==> src/design/rbd_pkg.sv <==
// shared types and constants for the rgba8 2x2 box downsampler
`timescale 1ns / 1ps

package rbd_pkg;

   localparam int CH_W          = 8;     // one color channel
   localparam int SUM_W         = 9;     // sum of two channels
   localparam int LANES         = 4;     // red, green, blue, alpha
   localparam int LINE_W        = LANES * SUM_W;
   localparam int REG_W         = 13;    // size register width
   localparam int ROW_W         = 12;    // row counter width
   localparam int MAX_HEIGHT    = 4096;
   localparam int DEF_MAX_WIDTH = 4096;

   typedef enum logic [0:0] {
      CSR_SRC_WIDTH  = 1'b0,
      CSR_SRC_HEIGHT = 1'b1
   } csr_index_type;

   // per-request controls for the channel lanes
   typedef struct packed {
      logic load;        // request accepted this cycle
      logic one_column;  // pixel stands for both columns of its pair
      logic store_left;  // left pixel of a pair
      logic emit;        // block completes with this request
   } lane_ctrl_type;

   // stage between request accept and the output register
   typedef struct packed {
      logic valid;
      logic last;
      logic same_rows;   // upper row is the pair itself
   } stage_type;

endpackage

==> src/design/rbd_ctrl.sv <==
// position counters, size registers and line store control
`timescale 1ns / 1ps

module rbd_ctrl
   import rbd_pkg::*;
#(
   parameter int MaxWidth = DEF_MAX_WIDTH,
   parameter int SlotW    = 11
) (
   input  logic                 clock,
   input  logic                 reset,
   input  logic                 csr_write,
   input  csr_index_type        csr_index,
   input  logic [REG_W-1:0]     csr_data,
   input  logic                 req_accept,
   input  logic                 stage_go,
   output lane_ctrl_type        lane_ctrl,
   output logic                 line_wr_en,
   output logic                 line_rd_en,
   output logic [SlotW-1:0]     line_slot,
   output stage_type            stage
);

   localparam int ColW = $clog2(MaxWidth);
   localparam int EffW = ($clog2(MaxWidth + 1) > REG_W) ? $clog2(MaxWidth + 1) : REG_W;

   logic [EffW-1:0]  width_ff, width_in;
   logic [REG_W-1:0] height_ff, height_in;
   logic [ColW-1:0]  col_ff, col_in;
   logic [ROW_W-1:0] row_ff, row_in;
   stage_type        stage_ff, stage_in;

   logic [EffW-1:0]  wval;
   logic [REG_W-1:0] hval;
   logic             one_col, one_row;
   logic             col_last, row_last;
   logic             pair_done, emit;
   logic [EffW-1:0]  ox, outw_m1;
   logic [REG_W-1:0] oy, outh_m1;

   assign wval = EffW'(csr_data);
   assign hval = csr_data;

   assign one_col  = (width_ff == EffW'(1));
   assign one_row  = (height_ff == REG_W'(1));
   assign col_last = (EffW'(col_ff) == width_ff - EffW'(1));
   assign row_last = (REG_W'(row_ff) == height_ff - REG_W'(1));

   assign pair_done = one_col | col_ff[0];
   assign emit      = pair_done & (one_row | row_ff[0]);

   // output block coordinates and the last block of the reduced image
   assign ox      = one_col ? '0 : EffW'(col_ff >> 1);
   assign outw_m1 = one_col ? '0 : (width_ff >> 1) - EffW'(1);
   assign oy      = one_row ? '0 : REG_W'(row_ff >> 1);
   assign outh_m1 = one_row ? '0 : (height_ff >> 1) - REG_W'(1);

   assign lane_ctrl.load       = req_accept;
   assign lane_ctrl.one_column = one_col;
   assign lane_ctrl.store_left = ~col_ff[0];
   assign lane_ctrl.emit       = emit;

   assign line_wr_en = req_accept & pair_done & ~one_row & ~row_ff[0];
   assign line_rd_en = req_accept & pair_done & ~one_row & row_ff[0];
   assign line_slot  = SlotW'(col_ff >> 1);

   assign stage = stage_ff;

   always_comb begin
      width_in  = width_ff;
      height_in = height_ff;
      col_in    = col_ff;
      row_in    = row_ff;
      stage_in  = stage_ff;
      if (csr_write) begin
         unique case (csr_index)
            CSR_SRC_WIDTH: begin
               if (wval == '0) begin
                  width_in = EffW'(1);
               end else if (wval > EffW'(MaxWidth)) begin
                  width_in = EffW'(MaxWidth);
               end else begin
                  width_in = wval;
               end
            end
            CSR_SRC_HEIGHT: begin
               if (hval == '0) begin
                  height_in = REG_W'(1);
               end else if (hval > REG_W'(MAX_HEIGHT)) begin
                  height_in = REG_W'(MAX_HEIGHT);
               end else begin
                  height_in = hval;
               end
            end
            default: begin
               width_in = width_ff;
            end
         endcase
         col_in = '0;
         row_in = '0;
      end else if (req_accept) begin
         if (col_last) begin
            col_in = '0;
            row_in = row_last ? '0 : row_ff + ROW_W'(1);
         end else begin
            col_in = col_ff + ColW'(1);
         end
      end
      if (req_accept && emit) begin
         stage_in.valid     = 1'b1;
         stage_in.last      = (ox == outw_m1) && (oy == outh_m1);
         stage_in.same_rows = one_row;
      end else if (stage_go) begin
         stage_in.valid = 1'b0;
      end
   end

   always_ff @(posedge clock) begin
      if (reset) begin
         width_ff  <= EffW'(1);
         height_ff <= REG_W'(1);
         col_ff    <= '0;
         row_ff    <= '0;
         stage_ff  <= '0;
      end else begin
         width_ff  <= width_in;
         height_ff <= height_in;
         col_ff    <= col_in;
         row_ff    <= row_in;
         stage_ff  <= stage_in;
      end
   end

   a_col_in_range : assert property (@(posedge clock) disable iff (reset)
      EffW'(col_ff) < width_ff)
      else $error("column counter beyond source width");

   a_row_in_range : assert property (@(posedge clock) disable iff (reset)
      REG_W'(row_ff) < height_ff)
      else $error("row counter beyond source height");

   a_stage_from_request : assert property (@(posedge clock) disable iff (reset)
      $rose(stage_ff.valid) |-> $past(req_accept))
      else $error("stage filled without a request");

endmodule

==> config.mk <==
export PLATFORM = sky130hd
export DESIGN_NAME = rbd_ctrl
export DESIGN_NICKNAME = d
export VERILOG_FILES = /design/src/design/rbd_pkg.sv /design/src/design/rbd_ctrl.sv
export SDC_FILE = /design/constraint.sdc
export NUM_CORES = 1
export LEC_CHECK = 0
export ABC_CLOCK_PERIOD_IN_PS = 4150
export BUFFER_PORTS_ARGS = -buffer_cell sky130_fd_sc_hd__buf_2
export CAP_MARGIN = 0
export CORE_ASPECT_RATIO = 1.2
export CORE_MARGIN = 3
export CORE_UTILIZATION = 60
export CTS_CLUSTER_SIZE = 8
export DETAILED_ROUTE_END_ITERATION = 10
export PLACE_DENSITY = 0.81
export SLEW_MARGIN = 25
export SYNTH_ARGS = -nofsm -noshare
export SYNTH_HDL_FRONTEND = slang
export SYNTH_SLANG_ARGS = --single-unit
==> constraint.sdc <==
create_clock -name clock -period 4.15 [get_ports clock]
set_clock_uncertainty 0.15 [all_clocks]
set_input_delay 0.2075 -clock clock [delete_from_list [all_inputs] [get_ports clock]]
set_output_delay 0.2075 -clock clock [all_outputs]
set_load 0.005 [all_outputs]
==> impl_metrics.tcl, run 1 <==
set metrics [dict create \
    p_per_area_mw_per_mm2 260 \
    grt_start_max_net_pins 33 \
    hold_buffers 0 \
    drv_slew 0 \
    drive_above_1_share_pct 10.3 \
    yosysMostFrequentCell "nand2_1" \
    rsz0062_at_grt "false" \
    synth_nets 578 \
    dpl_cell_area_sq_mm 0.00412 \
    die_h_um 96.4 \
    htreeDepth 2 \
    path_max_fanout 9 \
    cap_violations 0 \
    cts.clk_slew.worst_paths_ns 0.10 \
    cts_root_buffer "clkbuf_8" \
    max_slew_margin_pct 47.3 \
    ys_seq_elements 53 \
    cp.required_ns 4.17 \
    portBuffers 38 \
    crit_type "flip-flop to flip-flop" \
    tightest_slew_ns 0.789 \
    crit_slowest_cell "o21ai_1" \
    routed-via-count 4010 \
    antenna_cells 0 \
    period_needed_ns 3.45 \
    syn2layout_area_growth_pct 3.12 \
    seq_area_sq_mm 0.00106 \
    grt_first_pass_wirelength_um 16600 \
    cts_tree "built" \
    synthTopCellsByArea "dfxtp_1 (26%), nand2_1 (6.5%), xnor2_1 (6.4%)" \
    status "finished, final reports clean" \
    fin_nets 569 \
    routedWlPerCell_um 16.3 \
    clkSinkCount 53 \
    arrival_ns 3.47 \
    cts_made_buffers 5 \
    final_util_pct 64.6 \
    ant_nets 0 \
    synthTopCellsByCount "nand2_1 (71), dfxtp_1 (53), nor2_1 (46)" \
    cpPeakStageDelay_ns 0.57 \
    grt_overflow 0 \
    crit_chain "inv_1, ha_1, or3b_4, o31a_1, or4_4, a311oi_1, nand4bb_1, o21ai_1, a21oi_1" \
    first_iter_violations 215 \
    core.rowCount 32 \
    final.setup.tns_ns 0 \
    core_sq_mm 0.00653 \
    netlist_area_sq_mm 0.00409 \
    syn_area_per_cell_sq_um 7.42 \
    synth-edff-count 0 \
    die_w_um 81.3 \
    worst_setup_path_end_kind "flip-flop" \
    fin_area_sq_mm 0.00421 \
    antenna_found_initial 0 \
    cts_setup_buffers 0 \
    multi_input_area_sq_mm 0.00272 \
    wirelength_um 10200 \
    synth_cell_types 68 \
    drc 0 \
    seq_area_frac_synth_pct 26.0 \
    dr.pass1.iters 5 \
    grt_pass1_vias 3599 \
    netlist_instances 551 \
    r2r_cells 9 \
    ir_drop_mv 0.170 \
    synthFlopType "dfxtp_1" \
    vias_per_cell 6.39 \
    clk_path_buf_depth 2 \
    clk_latency_ns 0.31 \
    setup_viol 0 \
    p_leak_uw 0.00150 \
    yosysWarnings 0 \
    start_util_pct 62.6 \
    fmax_mhz 290 \
    finalHoldViolCount 0 \
    track_usage_pct 26.7 \
    cts_resized 0 \
    finalCritPeriodShare_pct 83.2 \
    n_fill_cell 586 \
    gp_congestion 0.962 \
    holdPathStages 3 \
    pin_count 39 \
    async_reset_ff_share_pct 0 \
    hp-class "primary input to flip-flop" \
    yosys.area.top_type "dfxtp_1" \
    dieArea_sq_mm 0.00784 \
    dpl.hpwl_um 7820 \
    startpoint_type "flip-flop" \
    synth_top_area_share_pct 26.0 \
]
cell type report:
cell class / count / area share (%)
sequential: 53 / 25.2
clock buffer: 7 / 1.81
timing repair buffer: 39 / 4.69
multi-input combinational: 430 / 64.5
clock inverter: 1 / 0.178
tap: 85 / 2.52
inverter: 13 / 1.16
power by group:
part	internal (uW)	leakage [uW]	switching [uW]
Sequential	521	0.000429	25.7
Combinational	109	0.00104	152
Clock	120	0.0000385	168
registers in the layout, indices dropped and copies added (netlist names):
name	cells
height_ff	13
width_ff	13
col_ff	12
row_ff	12
stage	3
worst paths after layout:
| check | start | endpoint | slack [ns] |
|---|---|---|---|
| setup / recovery | width_ff[1] | row_ff[3] | 0.70 |
| hold / removal | stage_go | stage[2] | 0.003 |
| setup reg to reg | width_ff[1] | row_ff[3] | 0.70 |
| hold reg to reg | stage[2] | stage[2] | 0.34 |
cells by family after synthesis:
| kind of cell | after synthesis | synth area share [%] |
|---|---|---|
| flops | 53 | 26.0 |
| xor+xnor | 49 | 10.5 |
| buf+inv | 68 | 7.87 |
| mux | 6 | 1.53 |
| simple gates | 256 | 33.5 |
| fa+ha+maj | 8 | 2.45 |
| compound gates | 111 | 18.2 |
through the flow:
stage / instances / total power, uW / setup WS [ns] / hold slack (ns)
4_1_cts: 628 / 1090 / 0.684 / 0.00720
2_1_floorplan: 551 / 754 / 1.04 / 0.234
3_3_place_gp: 620 / 805 / 0.831 / 0.312
6_report: 628 / 1100 / 0.699 / 0.00306
3_5_place_dp: 620 / 814 / 0.676 / 0.339
5_1_grt: 628 / 1150 / 0.369 / 0.0246
worst max-delay path, delay by kind of cell, from the launching register on:
family          cells  cell delay (ns)
flops               1             0.37
simple gates        3             1.15
buf+inv             1             0.12
compound gates      4             1.28
fa+ha+maj           1             0.24
cell usage in the layout, fill, tap and decap left out, drive strengths merged, types with 15 or more instances in the layout:
cell type | synthesis | final
xor2 | 19 | 19
nor3 | 20 | 20
buf | 23 | 39
nand2 | 71 | 71
xnor2 | 30 | 30
nor2 | 46 | 46
o21ai | 15 | 15
a21oi | 40 | 40
nor2b | 20 | 20
dfxtp | 53 | 53
layer usage:
metal	GRT usage [%]	wire length, um	vias to the layer above
met5	0	0	-
met4	13.0	365	0
met3	3.80	488	31
met2	46.9	5180	129
met1	31.5	4190	1902
li1	-	-	1948
No activity file was read; power rests on OpenSTA's default activity.
==> run 2: changes to the inputs <==
ABC_CLOCK_PERIOD_IN_PS = 3300   (was 4150)
clock period = 3.3 ns   (was 4.15 ns; I/O delays follow)
==> run 2 against run 1 <==
Die area unchanged; fmax up 8.8%; routed wire length is 2.4% higher; clock power is 41% higher; sequential share of layout area shrank 0.98 points; clock-buffer cell count unchanged; global-route usage rose by 0.25 points; core utilization grew 2.6 points; register-to-register slack lost 0.57 ns; sequential power grew 24%; worst setup slack worse by 0.57 ns; critical path depth fell by 1; largest cell class unchanged; largest power group unchanged; highest routed layer unchanged.
==> impl_metrics.tcl, run 2 (synthesized netlist as in run 1, its figures left out) <==
set metrics [dict create \
    startpoint_type "flip-flop" \
    p_total_uw 1450 \
    setup_viol 0 \
    vias_per_cell 6.21 \
    first_iter_violations 285 \
    p_per_area_mw_per_mm2 330 \
    clk_path_buf_depth 2 \
    drive_above_1_share_pct 14.6 \
    grt_first_pass_wirelength_um 16800 \
    ir_drop_mv 0.174 \
    hold_slack_ns 0.0800 \
    r2r-end "row_ff[4]" \
    p_leak_uw 0.00161 \
    busiest_layer "met2" \
    critPathTopFamily "simple AND/OR/NAND/NOR gates" \
    reg_top3 "height_ff x13, width_ff x13" \
    track_usage_pct 26.9 \
    routedWlPerCell_um 16.2 \
    met2_usage_pct 46.7 \
    p_clk_share_pct 28.1 \
    cts_tree "built" \
    pwr-share-seq_pct 46.9 \
    worst_setup_path_end_kind "flip-flop" \
    period_needed_ns 3.17 \
    final.setup.tns_ns 0 \
    pin_count 39 \
    final_cell_mix "nand2_1 (71), dfxtp_1 (53), nor2_1 (46), a21oi_1 (40), buf_2 (38)" \
    clk_latency_ns 0.31 \
    syn2layout_area_growth_pct 7.29 \
    dr.pass1.iters 5 \
    arrival_ns 3.26 \
    hold_start "csr_data[12]" \
    timing.final.ws_setup_ns 0.129 \
    drc 0 \
    status "finished, final reports clean" \
    cap_violations 0 \
    grt_use_met3_pct 3.06 \
    portBuffers 38 \
    dp.cells 637 \
    crit_slowest_cell "or4_4" \
    seq_area_sq_mm 0.00106 \
    dieArea_sq_mm 0.00784 \
    startpoint "width_ff[1]" \
    cpPeakStageDelay_ns 0.52 \
    cp.required_ns 3.39 \
    crit_chain "inv_1, ha_1, or3b_4, o31a_1, or4_4, a311o_2, or4_1, a21oi_1" \
    dpl.hpwl_um 7780 \
    critical_path_buf_inv_count 1 \
    p_sw_uw 448 \
    grtUsageMet1_pct 33.4 \
    layout.cells.non_filler 646 \
    grt_start_max_net_pins 33 \
    cts_root_buffer "clkbuf_8" \
    crit_type "flip-flop to flip-flop" \
    internal-power_uw 1000 \
    hp-class "primary input to flip-flop" \
    r2r_start "width_ff[1]" \
    htreeDepth 2 \
    antenna_cells 0 \
    path_max_fanout 18 \
    start_util_pct 62.6 \
    comb_power_share_pct 25.0 \
    n_fill_cell 562 \
    routed-via-count 4013 \
    cts_setup_buffers 0 \
    holdPathStages 3 \
    finalHoldViolCount 0 \
    core_sq_mm 0.00653 \
    r2r_slack_ns 0.13 \
    tightest_slew_ns 0.655 \
    clkSinkCount 53 \
    gp_congestion 0.974 \
    antenna_found_initial 0 \
    preCtsSetupSlack_ns 0.0311 \
    ant_nets 0 \
    cts.clk_slew.worst_paths_ns 0.10 \
    finalCritPeriodShare_pct 96.1 \
    core.rowCount 32 \
    die_w_um 81.3 \
    drv_slew 0 \
    grt_pass1_vias 3557 \
    die_h_um 96.4 \
    grt_overflow 0 \
    multi_input_area_sq_mm 0.00273 \
    fmax_mhz 315 \
    switching_share_pct 30.9 \
    cts_made_buffers 5 \
    final_common_cell "nand2_1" \
    hold-path-endpoint "width_ff[12]" \
    max_slew_margin_pct 55.9 \
    r2r_cells 8 \
    wirelength_um 10500 \
    fin_nets 587 \
]
[run 2: cell types whose count changed in the layout (fill, tap and decap cells not counted), moves of 2 or more]
cell      delta
clkbuf_8     +2
ha_2         +2
clkbuf_1     -2
buf_4       +17
ha_1         -2
[run 2: area by class of cell]
type,count,area share [%]
Clock buffer,7,2.20
Clock inverter,1,0.114
Inverter,13,1.11
Multi-Input combinational cell,430,62.3
Sequential cell,53,24.2
Tap cell,85,2.43
Timing Repair Buffer,57,7.65
[run 2: worst max-delay path by stage]
stage	cells past startpoint	slack, ns	to
detailed placement	9	0.03	row_ff[5]
global route	9	-0.02	row_ff[1]
floorplan	9	0.19	row_ff[3]
global placement	9	0.13	row_ff[1]
CTS	9	0.0009	row_ff[4]
finish	8	0.13	row_ff[4]
[run 2: routing by layer]
| layer | wire, um | part of all wire [%] |
|---|---|---|
| met5 | 0 | 0 |
| met4 | 330 | 3.1 |
| met3 | 590 | 5.6 |
| met2 | 5190 | 49 |
| met1 | 4380 | 42 |
[run 2: per-stage QoR]
step / utilization, % / area [sq um]
final: 67.2 / 4380
after global routing: 67.2 / 4380
after CTS: 66.8 / 4360
after detailed placement: 65.1 / 4250
after global placement: 65.1 / 4250
after floorplan: - / 4090
[run 2: power by group through the flow]
stage | Sequential (uW) | Clock (uW) | Combinational, uW
6_report | 679 | 407 | 362
5_1_grt | 681 | 440 | 399
4_1_cts | 678 | 411 | 352
3_5_place_dp | 693 | 0 | 349
3_3_place_gp | 692 | 0 | 342
2_1_floorplan | 682 | 0 | 266
[run 2: worst register-to-register path: cells and delay by family (launching register included)]
family                     cells  cell delay, ns
and+or+nand+nor                3            1.43
AOI/OAI and AO/OA              3            0.95
DFF                            1            0.32
adders and majority gates      1            0.17
buffers and inverters          1            0.10
[run 2: repair_timing]
action | in CTS | in global routing
resized for setup | 0 | 7
setup endpoints to repair | 0 | 11
hold buffers | 1 | 0
endpoints found under the hold margin | 1 | 0
==> run 3: changes to the inputs <==
CORE_UTILIZATION = 50   (was 60)
PLACE_DENSITY = 0.69   (was 0.81)
==> run 3 against run 2 <==
Global-route usage down 3.0 points; highest routed layer unchanged; die area up 19%; first-iteration DRC count down 43%; sequential power about the same; cell area up 1.5%; combinational power about the same; routed wire length up 3.9%; sequential share of layout area down 0.37 points; critical path depth up 1; clock-buffer cell count down 1; largest power group unchanged; via count up 0.50%.
==> impl_metrics.tcl, run 3 (synthesized netlist as in run 1, its figures left out) <==
set metrics [dict create \
    ant_nets 0 \
    drive_above_1_share_pct 15.0 \
    r2r_cells 9 \
    r2r_slack_ns 0.15 \
    critical_path_buf_inv_count 2 \
    pin_count 39 \
    hold_start "csr_data[12]" \
    max_slew_margin_pct 58.2 \
    antenna_cells 0 \
    status "finished, final reports clean" \
    die_h_um 105 \
    dpl.hpwl_um 8440 \
    cts_tree "built" \
    hold_slack_ns 0.0727 \
    arrival_ns 3.25 \
    routedWlPerCell_um 16.5 \
    antenna_found_initial 0 \
    startpoint_type "flip-flop" \
    r2r-end "row_ff[7]" \
    final_cell_mix "nand2_1 (71), dfxtp_1 (53), nor2_1 (46), a21oi_1 (39), buf_2 (38)" \
    layout.cells.non_filler 658 \
    vias_per_cell 6.13 \
    period_needed_ns 3.15 \
    gp_congestion 0.968 \
    crit_type "flip-flop to flip-flop" \
    path_max_fanout 20 \
    cpPeakStageDelay_ns 0.52 \
    clkSinkCount 53 \
    crit_chain "inv_1, ha_1, or3b_4, o31a_1, or4_4, a311o_1, buf_6, or4_1, a21oi_1" \
    clk_latency_ns 0.31 \
    worst_setup_path_end_kind "flip-flop" \
    die_w_um 88.5 \
    cts.clk_slew.worst_paths_ns 0.10 \
    tightest_slew_ns 0.625 \
    hp-class "primary input to flip-flop" \
    critPathTopFamily "simple AND/OR/NAND/NOR gates" \
    timing.final.ws_setup_ns 0.147 \
    first_iter_violations 162 \
    final_common_cell "nand2_1" \
    dr.pass1.iters 4 \
    dieArea_sq_mm 0.00930 \
    finalHoldViolCount 0 \
    reg_top3 "height_ff x13, width_ff x13" \
    routed-via-count 4033 \
    cap_violations 0 \
    p_per_area_mw_per_mm2 339 \
    hold-path-endpoint "width_ff[12]" \
    track_usage_pct 23.9 \
    grt_overflow 0 \
    cts_made_buffers 5 \
    clk_path_buf_depth 2 \
    core_sq_mm 0.00779 \
    syn2layout_area_growth_pct 8.94 \
    holdPathStages 3 \
    path_depth 9 \
    p_total_uw 1510 \
    drc 0 \
    grt_first_pass_wirelength_um 18100 \
    grt_start_max_net_pins 33 \
    preCtsSetupSlack_ns 0.0151 \
    start_util_pct 52.4 \
    core.rowCount 35 \
    portBuffers 38 \
    r2r_start "width_ff[1]" \
    dp.cells 649 \
    ir_drop_mv 0.260 \
    wirelength_um 10900 \
    setup_viol 0 \
    cp.required_ns 3.39 \
    drv_slew 0 \
    crit_slowest_cell "or4_4" \
    finalCritPeriodShare_pct 95.6 \
    fin_nets 592 \
    cts_root_buffer "clkbuf_8" \
    fmax_mhz 317 \
    htreeDepth 2 \
    p_leak_uw 0.00164 \
    grt_pass1_vias 3790 \
]
## run 3: routing by layer
metal | global-route usage (%) | vias up | wire (um)
met2 | 41.9 | 112 | 5640
met3 | 2.76 | 18 | 414
met1 | 30.1 | 1913 | 4640
met5 | 0 | - | 0
met4 | 6.59 | 0 | 196
li1 | - | 1990 | -
## run 3: power by group
| part | switching [uW] | internal, uW |
|---|---|---|
| Sequential | 23.0 | 655 |
| Combinational | 209 | 157 |
| Clock | 217 | 247 |
## run 3: area by class of cell
| cell class | count | area (sq um) |
|---|---|---|
| Sequential cell | 53 | 1060 |
| Fill cell | 760 | 3340 |
| Clock inverter | 2 | 37.5 |
| Timing Repair Buffer | 62 | 377 |
| Multi-Input combinational cell | 430 | 2730 |
| Tap cell | 92 | 115 |
| Clock buffer | 6 | 82.6 |
| Inverter | 13 | 48.8 |
## run 3: worst max path at each step
stage | startpoint | to | slack (ns)
after floorplan | width_ff[1] | row_ff[3] | 0.19
after global placement | width_ff[1] | row_ff[3] | 0.13
after detailed placement | width_ff[1] | row_ff[4] | 0.02
after CTS | height_ff[1] | row_ff[1] | 0.07
after global routing | width_ff[1] | row_ff[7] | -0.002
final | width_ff[1] | row_ff[7] | 0.15
## run 3: stage by stage
step / cell area, sq um / setup TNS (ns) / util (%)
2_1_floorplan: 4090 / 0 / -
3_3_place_gp: 4300 / 0 / 55.1
3_5_place_dp: 4300 / 0 / 55.1
4_1_cts: 4430 / 0 / 56.8
5_1_grt: 4450 / -0.00213 / 57.1
6_report: 4450 / 0 / 57.1
## run 3: worst reg2reg max path, cell delays in order, from the launching register on
cell and delay, ns:
dfxtp_1 0.33, inv_1 0.09, ha_1 0.16, or3b_4 0.41, o31a_1 0.26, or4_4 0.52, a311o_1 0.37, buf_6 0.16
or4_1 0.48, a21oi_1 0.16
## run 3: timing repair
item                                   4_1_cts  5_1_grt
setup endpoints to repair                    1        4
hold buffers                                 1        0
gates resized for setup                      1        5
buffers inserted                             0        0
pin swaps                                    0        0
endpoints found under the hold margin        1        0
